[src/hdl/i2cm_pkg.sv]
// ----------------------------------------------------------------------------
// i2cm_pkg
// Shared types and constants of the seven-bit i2c master transfer core.
// ----------------------------------------------------------------------------
package i2cm_pkg;

  localparam int unsigned InDataW  = 48;
  localparam int unsigned InUserW  = 2;
  localparam int unsigned OutDataW = 16;

  localparam logic [15:0] STEP_TICKS_RST = 16'd5;

  // actions
  localparam logic [1:0] ACT_TICK  = 2'd0;
  localparam logic [1:0] ACT_BEGIN = 2'd1;
  localparam logic [1:0] ACT_LOAD  = 2'd2;

  // status codes
  localparam logic [1:0] ST_OK        = 2'd0;
  localparam logic [1:0] ST_ADDR_NACK = 2'd1;
  localparam logic [1:0] ST_DATA_NACK = 2'd2;
  localparam logic [1:0] ST_INVALID   = 2'd3;

  typedef struct packed {
    logic [1:0]  action;
    logic        sda_in;
    logic [6:0]  slave_addr;
    logic [15:0] write_count;
    logic [15:0] read_count;
    logic [7:0]  write_data;
  } item_t;

  typedef struct packed {
    logic        scl_out;
    logic        sda_out;
    logic        busy_res;
    logic        need_data;
    logic [7:0]  read_data;
    logic        read_valid;
    logic        read_last;
    logic        done_res;
    logic [1:0]  status;
  } result_t;

endpackage

[src/hdl/i2cm_in_stage.sv]
// ----------------------------------------------------------------------------
// i2cm_in_stage
// Input register: takes one word from the input channel and unpacks it.
// ----------------------------------------------------------------------------
module i2cm_in_stage
  import i2cm_pkg::*;
(
  input  logic               clk,
  input  logic               rst_n,
  input  logic               in_tvalid,
  output logic               in_tready,
  input  logic [InDataW-1:0] in_tdata,
  input  logic [InUserW-1:0] in_tuser,
  input  logic               advance,
  output logic               item_valid,
  output item_t              item
);

  logic  valid_r;
  item_t item_r;

  assign in_tready  = !valid_r || advance;
  assign item_valid = valid_r;
  assign item       = item_r;

  always_ff @(posedge clk) begin
    if (!rst_n) begin
      valid_r <= 1'b0;
    end else if (in_tready) begin
      valid_r <= in_tvalid;
    end
  end

  always_ff @(posedge clk) begin
    if (in_tready && in_tvalid) begin
      item_r.action      <= in_tuser[1:0];
      item_r.sda_in      <= in_tdata[0];
      item_r.slave_addr  <= in_tdata[7:1];
      item_r.write_count <= in_tdata[23:8];
      item_r.read_count  <= in_tdata[39:24];
      item_r.write_data  <= in_tdata[47:40];
    end
  end

endmodule

[src/hdl/i2cm_fsm.sv]
// ----------------------------------------------------------------------------
// i2cm_fsm
// Bus sequencer: holds the transfer state and works out the line levels,
// received bytes and completion for one word.
// ----------------------------------------------------------------------------
module i2cm_fsm
  import i2cm_pkg::*;
(
  input  logic        clk,
  input  logic        rst_n,
  input  logic        cfg_we,
  input  logic [15:0] cfg_wdata,
  input  logic        advance,
  input  item_t       item,
  output result_t     result
);

  typedef enum logic [8:0] {
    PH_IDLE  = 9'b000000001,
    PH_START = 9'b000000010,
    PH_ADDR  = 9'b000000100,
    PH_DATA  = 9'b000001000,
    PH_WAIT  = 9'b000010000,
    PH_RPRE  = 9'b000100000,
    PH_RBIT  = 9'b001000000,
    PH_RACK  = 9'b010000000,
    PH_STOP  = 9'b100000000
  } phase_t;

  typedef struct packed {
    phase_t      phase;
    logic [2:0]  step_index;
    logic [3:0]  bit_count;
    logic [15:0] tick_count;
    logic [7:0]  shift_reg;
    logic [7:0]  hold_byte;
    logic        hold_valid;
    logic [6:0]  target_address;
    logic [15:0] writes_left;
    logic [15:0] reads_left;
    logic [1:0]  result_status;
    logic        scl_level;
    logic        sda_level;
  } state_t;

  localparam state_t STATE_RST = '{
    phase: PH_IDLE, step_index: 3'd0, bit_count: 4'd0, tick_count: 16'd0,
    shift_reg: 8'd0, hold_byte: 8'd0, hold_valid: 1'b0, target_address: 7'd0,
    writes_left: 16'd0, reads_left: 16'd0, result_status: ST_OK,
    scl_level: 1'b1, sda_level: 1'b1
  };

  state_t      st_r, st_nxt;
  logic [15:0] step_ticks_r;
  logic [15:0] limit;
  logic [16:0] tick_inc;

  function automatic state_t apply_step(input state_t s_in);
    state_t s;
    s = s_in;
    case (s.phase)
      PH_START: begin
        if (s.step_index == 3'd0) s.scl_level = 1'b1;
        else if (s.step_index == 3'd1) s.sda_level = 1'b1;
        else s.sda_level = 1'b0;
      end
      PH_ADDR, PH_DATA: begin
        if (s.bit_count < 4'd8) begin
          if (s.step_index == 3'd0) s.scl_level = 1'b0;
          else if (s.step_index == 3'd1)
            s.sda_level = s.shift_reg[3'd7 - s.bit_count[2:0]];
          else s.scl_level = 1'b1;
        end else begin
          if (s.step_index == 3'd0) s.scl_level = 1'b0;
          else if (s.step_index == 3'd1) s.sda_level = 1'b1;
          else if (s.step_index == 3'd2) s.scl_level = 1'b1;
          else s.scl_level = 1'b0;
        end
      end
      PH_RPRE: begin
        if (s.step_index == 3'd0) s.scl_level = 1'b0;
        else s.sda_level = 1'b1;
      end
      PH_RBIT: begin
        s.scl_level = (s.step_index != 3'd0);
      end
      PH_RACK: begin
        if (s.step_index == 3'd0) s.scl_level = 1'b0;
        else if (s.step_index == 3'd1) s.sda_level = (s.reads_left == 16'd1);
        else if (s.step_index == 3'd2) s.scl_level = 1'b1;
        else if (s.step_index == 3'd3) s.scl_level = 1'b0;
        else s.sda_level = 1'b1;
      end
      PH_STOP: begin
        if (s.step_index == 3'd0) s.scl_level = 1'b0;
        else if (s.step_index == 3'd1) s.sda_level = 1'b0;
        else if (s.step_index == 3'd2) s.scl_level = 1'b1;
        else s.sda_level = 1'b1;
      end
      default: ;
    endcase
    return s;
  endfunction

  function automatic state_t enter(input state_t s_in, input phase_t p);
    state_t s;
    s = s_in;
    s.phase      = p;
    s.step_index = 3'd0;
    s.bit_count  = 4'd0;
    s.tick_count = 16'd0;
    return apply_step(s);
  endfunction

  function automatic state_t next_write(input state_t s_in);
    state_t s;
    s = s_in;
    if (s.writes_left != 16'd0) begin
      if (s.hold_valid) begin
        s.shift_reg   = s.hold_byte;
        s.hold_valid  = 1'b0;
        s.writes_left = s.writes_left - 16'd1;
        s = enter(s, PH_DATA);
      end else begin
        s.phase      = PH_WAIT;
        s.step_index = 3'd0;
        s.bit_count  = 4'd0;
        s.tick_count = 16'd0;
      end
    end else if (s.reads_left != 16'd0) begin
      s.shift_reg = {s.target_address, 1'b1};
      s = enter(s, PH_START);
    end else begin
      s = enter(s, PH_STOP);
    end
    return s;
  endfunction

  assign limit    = (step_ticks_r == 16'd0) ? 16'd1 : step_ticks_r;
  assign tick_inc = {1'b0, st_r.tick_count} + 17'd1;

  always_comb begin
    st_nxt = st_r;
    result = '0;
    case (item.action)
      ACT_TICK: begin
        if (st_r.phase != PH_IDLE && st_r.phase != PH_WAIT) begin
          if (tick_inc >= {1'b0, limit}) begin
            st_nxt.tick_count = 16'd0;
            case (st_r.phase)
              PH_START: begin
                if (st_nxt.step_index < 3'd2) begin
                  st_nxt.step_index = st_nxt.step_index + 3'd1;
                  st_nxt = apply_step(st_nxt);
                end else begin
                  st_nxt = enter(st_nxt, PH_ADDR);
                end
              end
              PH_ADDR, PH_DATA: begin
                if (st_nxt.bit_count < 4'd8) begin
                  if (st_nxt.step_index < 3'd2) begin
                    st_nxt.step_index = st_nxt.step_index + 3'd1;
                  end else begin
                    st_nxt.step_index = 3'd0;
                    st_nxt.bit_count  = st_nxt.bit_count + 4'd1;
                  end
                  st_nxt = apply_step(st_nxt);
                end else if (st_nxt.step_index < 3'd3) begin
                  if (st_nxt.step_index == 3'd2 && item.sda_in)
                    st_nxt.result_status = (st_r.phase == PH_ADDR) ? ST_ADDR_NACK
                                                                   : ST_DATA_NACK;
                  st_nxt.step_index = st_nxt.step_index + 3'd1;
                  st_nxt = apply_step(st_nxt);
                end else if (st_nxt.result_status != ST_OK) begin
                  st_nxt = enter(st_nxt, PH_STOP);
                end else if (st_r.phase == PH_ADDR && st_nxt.shift_reg[0]) begin
                  st_nxt = enter(st_nxt, PH_RPRE);
                end else begin
                  st_nxt = next_write(st_nxt);
                end
              end
              PH_RPRE: begin
                if (st_nxt.step_index == 3'd0) begin
                  st_nxt.step_index = 3'd1;
                  st_nxt = apply_step(st_nxt);
                end else begin
                  st_nxt = enter(st_nxt, PH_RBIT);
                  st_nxt.shift_reg = 8'd0;
                end
              end
              PH_RBIT: begin
                if (st_nxt.step_index == 3'd0) begin
                  st_nxt.step_index = 3'd1;
                  st_nxt = apply_step(st_nxt);
                end else begin
                  st_nxt.shift_reg = {st_nxt.shift_reg[6:0], item.sda_in};
                  st_nxt.bit_count = st_nxt.bit_count + 4'd1;
                  if (st_nxt.bit_count >= 4'd8) begin
                    result.read_valid = 1'b1;
                    result.read_data  = st_nxt.shift_reg;
                    result.read_last  = (st_nxt.reads_left == 16'd1);
                    st_nxt = enter(st_nxt, PH_RACK);
                  end else begin
                    st_nxt.step_index = 3'd0;
                    st_nxt = apply_step(st_nxt);
                  end
                end
              end
              PH_RACK: begin
                if (st_nxt.step_index < 3'd4) begin
                  st_nxt.step_index = st_nxt.step_index + 3'd1;
                  st_nxt = apply_step(st_nxt);
                end else begin
                  st_nxt.reads_left = st_nxt.reads_left - 16'd1;
                  if (st_nxt.reads_left != 16'd0) st_nxt = enter(st_nxt, PH_RPRE);
                  else st_nxt = enter(st_nxt, PH_STOP);
                end
              end
              PH_STOP: begin
                if (st_nxt.step_index < 3'd3) begin
                  st_nxt.step_index = st_nxt.step_index + 3'd1;
                  st_nxt = apply_step(st_nxt);
                end else begin
                  result.done_res   = 1'b1;
                  result.status     = st_nxt.result_status;
                  st_nxt.hold_valid = 1'b0;
                  st_nxt.phase      = PH_IDLE;
                  st_nxt.step_index = 3'd0;
                  st_nxt.bit_count  = 4'd0;
                  st_nxt.tick_count = 16'd0;
                end
              end
              default: ;
            endcase
          end else begin
            st_nxt.tick_count = tick_inc[15:0];
          end
        end
      end
      ACT_BEGIN: begin
        if (st_r.phase == PH_IDLE) begin
          if (item.write_count == 16'd0 && item.read_count == 16'd0) begin
            result.done_res = 1'b1;
            result.status   = ST_INVALID;
          end else begin
            st_nxt.target_address = item.slave_addr;
            st_nxt.writes_left    = item.write_count;
            st_nxt.reads_left     = item.read_count;
            st_nxt.result_status  = ST_OK;
            st_nxt.scl_level      = 1'b1;
            st_nxt.sda_level      = 1'b1;
            st_nxt.shift_reg      = {item.slave_addr, (item.write_count == 16'd0)};
            st_nxt = enter(st_nxt, PH_START);
          end
        end
      end
      ACT_LOAD: begin
        if (!st_r.hold_valid) begin
          st_nxt.hold_byte  = item.write_data;
          st_nxt.hold_valid = 1'b1;
          if (st_r.phase == PH_WAIT) st_nxt = next_write(st_nxt);
        end
      end
      default: ;
    endcase
    result.scl_out   = st_nxt.scl_level;
    result.sda_out   = st_nxt.sda_level;
    result.busy_res  = (st_nxt.phase != PH_IDLE);
    result.need_data = (st_nxt.phase != PH_IDLE) && (st_nxt.writes_left != 16'd0)
                       && !st_nxt.hold_valid;
  end

  always_ff @(posedge clk) begin
    if (!rst_n) begin
      st_r <= STATE_RST;
    end else if (advance) begin
      st_r <= st_nxt;
    end
  end

  always_ff @(posedge clk) begin
    if (!rst_n) begin
      step_ticks_r <= STEP_TICKS_RST;
    end else if (cfg_we) begin
      step_ticks_r <= cfg_wdata;
    end
  end

endmodule

[src/hdl/i2c_master_transfer_core.sv]
// ----------------------------------------------------------------------------
// i2c_master_transfer_core
// Seven-bit i2c master driving open-drain scl and sda levels from tick words.
// ----------------------------------------------------------------------------
// in_* channel: one word per tick, begin or load command; in_tuser holds the
//   action, in_tdata the line sample and command fields.
// out_* channel: exactly one result word per input word, in order, giving the
//   line drive levels, busy, need-data, a received byte and completion status.
//   out_tlast marks the last byte of a read.
// cfg_we / cfg_wdata: sets the ticks per line step; write only while idle.
// Path: a word accepted into the input register is processed combinationally
//   and its result is registered in the result register and offered from then on.
// Throughput: one word per cycle while the output is not stalled, set by the
//   combinational state update between the input register and the result register.
// Reset: both lines released, sequencer idle, holding register empty, step
//   length 5 ticks.
// Stall: while out_tready is low the result register holds; the input register
//   takes one more word, then in_tready drops until the result is taken.
// ----------------------------------------------------------------------------
module i2c_master_transfer_core
  import i2cm_pkg::*;
(
  input  logic                clk,
  input  logic                rst_n,
  input  logic                cfg_we,
  input  logic [15:0]         cfg_wdata,
  input  logic                in_tvalid,
  output logic                in_tready,
  // sda_in, slave_addr, write_count, read_count, write_data
  input  logic [InDataW-1:0]  in_tdata,
  // action
  input  logic [InUserW-1:0]  in_tuser,
  output logic                out_tvalid,
  input  logic                out_tready,
  // scl_out, sda_out, busy_res, need_data, read_data, read_valid, done_res, status
  output logic [OutDataW-1:0] out_tdata,
  output logic                out_tlast
);

  logic    item_valid;
  item_t   item;
  result_t result;
  logic    advance;
  logic    out_valid_r;
  result_t out_data_r;

  assign advance = item_valid && (!out_valid_r || out_tready);

  i2cm_in_stage u_in_stage (
    .clk        (clk),
    .rst_n      (rst_n),
    .in_tvalid  (in_tvalid),
    .in_tready  (in_tready),
    .in_tdata   (in_tdata),
    .in_tuser   (in_tuser),
    .advance    (advance),
    .item_valid (item_valid),
    .item       (item)
  );

  i2cm_fsm u_fsm (
    .clk       (clk),
    .rst_n     (rst_n),
    .cfg_we    (cfg_we),
    .cfg_wdata (cfg_wdata),
    .advance   (advance),
    .item      (item),
    .result    (result)
  );

  always_ff @(posedge clk) begin
    if (!rst_n) begin
      out_valid_r <= 1'b0;
    end else if (!out_valid_r || out_tready) begin
      out_valid_r <= item_valid;
    end
  end

  always_ff @(posedge clk) begin
    if (advance) begin
      out_data_r <= result;
    end
  end

  assign out_tvalid = out_valid_r;
  assign out_tlast  = out_data_r.read_last;
  assign out_tdata  = {out_data_r.status, out_data_r.done_res, out_data_r.read_valid,
                       out_data_r.read_data, out_data_r.need_data, out_data_r.busy_res,
                       out_data_r.sda_out, out_data_r.scl_out};

endmodule

[config.mk]
export PLATFORM = sky130hd
export DESIGN_NAME = i2c_master_transfer_core
export DESIGN_NICKNAME = d
export VERILOG_FILES = /design/src/hdl/i2cm_pkg.sv /design/src/hdl/i2cm_in_stage.sv /design/src/hdl/i2cm_fsm.sv /design/src/hdl/i2c_master_transfer_core.sv
export SDC_FILE = /design/constraint.sdc
export NUM_CORES = 1
export LEC_CHECK = 0
export ABC_CLOCK_PERIOD_IN_PS = 9750
export BUFFER_PORTS_ARGS = -buffer_cell sky130_fd_sc_hd__buf_4
export CAP_MARGIN = 20
export CORE_ASPECT_RATIO = 0.7
export CORE_MARGIN = 1.5
export CORE_UTILIZATION = 55
export CTS_CLUSTER_DIAMETER = 30
export DETAILED_ROUTE_END_ITERATION = 6
export PLACE_DENSITY_LB_ADDON = 0.05
export SYNTH_ARGS = -nofsm -noshare
export SYNTH_HDL_FRONTEND = slang
export SYNTH_SLANG_ARGS = --single-unit
export TNS_END_PERCENT = 20
[constraint.sdc]
create_clock -name clk -period 9.75 [get_ports clk]
set_input_delay 1.4625 -clock clk [delete_from_list [all_inputs] [get_ports clk]]
set_output_delay 1.4625 -clock clk [all_outputs]
set_load 0.05 [all_outputs]
* After elaboration in Yosys (flattened, before gate mapping)
Cells that the tools add are included.
Storage, ports and cells: register bits 177, input bits 71, word-level logic and storage cells 232
Cells by class: bitwise operators 9, $add $sub $neg 6, order comparisons 8, reduce and logical (&&, ||, !) cells 38, eq/ne operators 54, multiplexer cells 86
Operators by type and width (count):
- $mux W92 | 19
- $pmux W92 S6 | 1
- $pmux W92 S3 | 1
- $mux W60 | 2
- $reduce_bool A16 Y1 | 4
- $logic_not A16 Y1 | 3
- $mux W16 | 3
- $mux W3 | 12
- $mux W1 | 33
- $mux W32 | 1
- $sub A16 B1 Y16 const B | 2
- $mux W28 | 1
- $ne A3 B3 Y1 const B | 9
- $mux W4 | 6
- $ne A2 B2 Y1 const B | 11
- $reduce_and A21 Y1 | 1
- $ne A9 B1 Y1 const B | 2
- $add A16 B1 Y17 const B | 1
- $ge A17 B16 Y1 | 1
- $eq A16 B1 Y1 const B | 1
- $reduce_and A16 Y1 | 1
- $reduce_and A15 Y1 | 1
- $ne A2 B1 Y1 const B | 7
- $reduce_and A14 Y1 | 1
- other kinds (46) | 77

* Depth between registers and ports, before layout
word-level depth 21, depth in mapped cells 18, mapped depth without buffers 17

* Modules after synthesis
From an unflattened synthesis, not the netlist that was laid out.
Unflattened totals: cell total of the unflattened synthesis 1400, area total of the unflattened synthesis 11471.0 µm²
Modules (own cells, without submodules):
- i2cm_fsm | cells each 1324, area each 9354.0 µm², times used 1, sequential area each 2162.1 µm²
- i2cm_in_stage | cells each 55, area each 1559.0 µm², times used 1, sequential area each 1521.5 µm²
- i2c_master_transfer_core | cells each 21, area each 558.0 µm², times used 1, sequential area each 530.5 µm²

* Worst setup path after synthesis
No wires, ideal clock.
path type register -> register, from register u_fsm.st_r[62] in the netlist's numbering, to register out_data_r, in the netlist out_tdata[2], data pin, library setup time 0.265 ns, cell stages (with the launch flop) 17, arrival time 4.056 ns, required time 9.485 ns, setup slack 5.429 ns, path through dfxtp_1 > nand3_1 > nor2_1 > and3_1 > and3_1 > and2_1 > nand4_1 > xnor2_1 > ha_1 > a21oi_1 > a21boi_0 > o31a_1 > o31ai_1 > nor2_1 > a311oi_1 > nand4_1 > or3_1
RTL lines:
- from (decl) | RTL line i2cm_fsm.sv:53 | state_t st_r, st_nxt;
- from (signal assigned) | RTL line i2cm_fsm.sv:277 | st_r <= st_nxt;
- to (signal assigned) | RTL line i2c_master_transfer_core.sv:81 | out_data_r <= result;
- to (decl) | RTL line i2c_master_transfer_core.sv:45 | result_t out_data_r;

* Worst setup path after layout
from register u_fsm.st_r[62] in the netlist's numbering, to register u_fsm.st_r[14] in the netlist's numbering
Between the ends: cells in the longest elaborated chain, start to end 4
Ends and longest elaborated chain:
- $add A16 B1 Y17 | RTL line i2cm_fsm.sv:140 | assign tick_inc = {1'b0, st_r.tick_count} + 17'd1;
- $ge A17 B16 Y1 | RTL line i2cm_fsm.sv:148 | if (tick_inc >= {1'b0, limit}) begin
- $ne A2 B1 Y1 (no line)
- $reduce_and A14 Y1 (no line)
Every way passes these cells. A chain may end at the register's enable or synchronous reset.

==> qor.csv <==
metric,value,unit
outcome,"finished, final reports clean",
multi_input_comb_area,0.006306,mm2
fin_nets,1464,
cts_buffers,17,
slew_viol_final,0,
vias,11010,
synth.avg_cell_area,8.366,um2
p_leak,4.559,nW
whs_path_depth,2,
drc,0,
synthCells,1319,
crit_type,reg2reg,
cp_slowest_cell,a31oi_1,
dr.pass1.iters,6,
synth.most_common_cell,nor2_1,
ys_async_sr_fraction,0,
crit_chain,nand3_1 > nor2_1 > and3_1 > and3_1 > and2_1 > nand4_1 > xnor2_1 > ha_1 > nand4_1 > nor4_1 > o21ai_0 > a31oi_1 > nand2b_1 > nor2_2 > a32o_1 > nand2_1 > a21oi_1,
grt_pass1_vias,9797,
grt_pass1_wl,57400,um
cts_setup_buffers,0,
yosysSeqAreaShare,0.3819,
relSlewSlack,0.2575,
wl,37650,um
start_util,0.5588,
crit_cells,17,
rows,43,
clkSinkCount,177,
synth_edf_count,67,
critPathRequiredTime,10110,ps
tns,0,ps
ys_warn_count,0,
critPathMaxStageDelay,660,ps
skew,17.33,ps
cp-start-kind,register,
nFillCells,1731,
worst-path-buf-inv,0,
vias_per_cell,6.687,
die_x,172.3,um
cp.arrival,5650,ps
cts_tree,done,
peakVddDrop,0.0001499,V
drtAntennaViolNets,0,
cts_hold_buf,0,
syn_to_final_growth,13.33,%
grt_use_total,0.3668,
dp_hpwl,26540,um
min_path_type,reg2reg,
synth_area_leaders,"dfxtp_1 20%, edfxtp_1 18%, a21oi_1 5.4%",
synth_area_leader_cell,dfxtp_1,
seq_area,0.004214,mm2
cp-end-kind,register,
clock_path_buffers,2,
hold_viol,0,
fp.dieH,121.5,um
synth-xor-area-share,0.02619,
synth_adder_area_share,0.03288,
clk_pin_slew,80,ps
synth_commonest_cells,"134 x nor2_1, 132 x nand2_1, 119 x a21oi_1, 110 x dfxtp_1",
tightest_slew,1110,ps
synth_top_family_by_area,simple AND/OR/NAND/NOR gates,
ys_ff_latch,177,
htree_num_levels,4,
period_needed,5291,ps
grt_start_max_net_pins,65,
synthSimpleGateAreaFrac,0.2548,
crit_fanout,10,
drtIter0Drc,1783,
port-buffer-count,89,
reg2reg_depth,17,
synth_cell_types,91,
coreArea,0.01975,mm2
synth-compound-area-share,0.2340,
clockRootBuffer,clkbuf_16,
rsz0062_at_grt,false,
wl_per_cell,22.86,um
overflow,0,
setup_viol,0,
antenna_found_initial,0,
powerDensity,145.7,mW/mm2
synth_flop_cell,dfxtp_1,
yosys.area.top_type_share,0.1996,
synth.area.mux_share,0.02245,
n_antenna_cell,0,
crit_family,simple AND/OR/NAND/NOR gates,
cts.repair.resized,0,
syn_nets,1419,
place.gp.congestion,0.9964,
top_level_ports,90,
cap_violations,0,
post-route-period-util,0.5427,
synth_area,0.01103,mm2
max_freq,0.1890,GHz
p_total,0.001822,W
die-area,0.02093,mm2
worstSkewPairLatency,450,ps
drive_gt1_frac,0.1336,
area by class of cell:
class,count,share of cell area
Clock inverter,14,0.01361
Inverter,41,0.01241
Sequential cell,177,0.3370
Clock buffer,18,0.03512
Multi-Input combinational cell,1011,0.5043
Tap cell,270,0.02701
Timing Repair Buffer,116,0.07064
metal layers:
| layer | part of all wire | vias to the layer above | routed length (um) | track usage |
|---|---|---|---|---|
| li1 | - | 5027 | - | - |
| met4 | 0.023 | 0 | 860 | 0.1076 |
| met2 | 0.40 | 689 | 15000 | 0.4902 |
| met1 | 0.45 | 5222 | 16810 | 0.5465 |
| met3 | 0.13 | 75 | 4982 | 0.1295 |
| met5 | 0 | - | 0 | 0 |
cell usage in the layout (no fill, tap or decap), types with 5 or more instances in the layout:
cell / instances
a211oi_1: 33
a21boi_0: 11
a21o_1: 10
a21oi_1: 118
a221oi_1: 14
a22oi_1: 11
a31oi_1: 19
and2_1: 17
and3_1: 13
and4_1: 9
buf_4: 114
clkbuf_16: 17
clkinv_8: 6
dfxtp_1: 110
edfxtp_1: 67
ha_1: 29
inv_1: 39
mux2i_1: 18
nand2_1: 132
nand2b_1: 6
nand3_1: 53
nand3b_1: 5
nand4_1: 26
nand4b_1: 5
nor2_1: 134
nor2b_1: 14
nor3_1: 59
nor4_1: 23
o211ai_1: 9
o21a_1: 9
o21ai_0: 57
o22ai_1: 6
o31ai_1: 15
o41ai_1: 5
or3_1: 13
or4_1: 8
xnor2_1: 16
xor2_1: 17
stage by stage:
| stage | hold slack (ps) | util | setup slack (ps) | cell area, um2 | cells |
|---|---|---|---|---|---|
| finish | 453.9 | 0.6334 | 4459 | 12510 | 1647 |
| global route | 471.4 | 0.6334 | 4005 | 12510 | 1647 |
| CTS | 453.3 | 0.6320 | 4624 | 12480 | 1645 |
| detailed placement | 443.6 | 0.6011 | 4695 | 11870 | 1613 |
| global placement | 439.7 | 0.6011 | 4928 | 11870 | 1613 |
| floorplan | 432.2 | - | 5429 | 11030 | 1319 |
report_power, final:
| part | switching [W] | internal, W |
|---|---|---|
| sequential | 0.0000345 | 0.000799 |
| clock | 0.000345 | 0.000352 |
| combinational | 0.000192 | 0.000100 |
cell families after synthesis:
family,count (synthesis)
buffers and inverters,131
flip-flops,177
adder cells (fa/ha/maj),29
multiplexers,22
XOR/XNOR,33
AND/OR/NAND/NOR,547
AO/OA/AOI/OAI,380
final timing paths:
kind / start / end / slack, ps
setup / recovery: u_fsm.st_r[62] / u_fsm.st_r[14] / 4460
hold / removal: u_fsm.st_r[51] / u_fsm.st_r[51] / 450
setup reg to reg: u_fsm.st_r[62] / u_fsm.st_r[14] / 4460
hold reg to reg: u_fsm.st_r[51] / u_fsm.st_r[51] / 450
worst register-to-register path, cell delays in order (launching register included):
cell and delay [ps]:
dfxtp_1 410, nand3_1 190, nor2_1 180, and3_1 260, and3_1 250, and2_1 230, nand4_1 140, xnor2_1 180
ha_1 330, nand4_1 160, nor4_1 390, o21ai_0 360, a31oi_1 660, nand2b_1 450, nor2_2 540, a32o_1 250
nand2_1 60, a21oi_1 150
state kept, by name, indices dropped and copies added (netlist names):
| signal | count |
|---|---|
| out_tdata | 16 |
| out_tlast | 1 |
| out_tvalid | 1 |
| u_fsm.st_r | 92 |
| u_fsm.step_ticks_r | 16 |
| u_in_stage.item | 50 |
| u_in_stage.item_valid | 1 |
No activity file was read; power rests on OpenSTA's default activity.
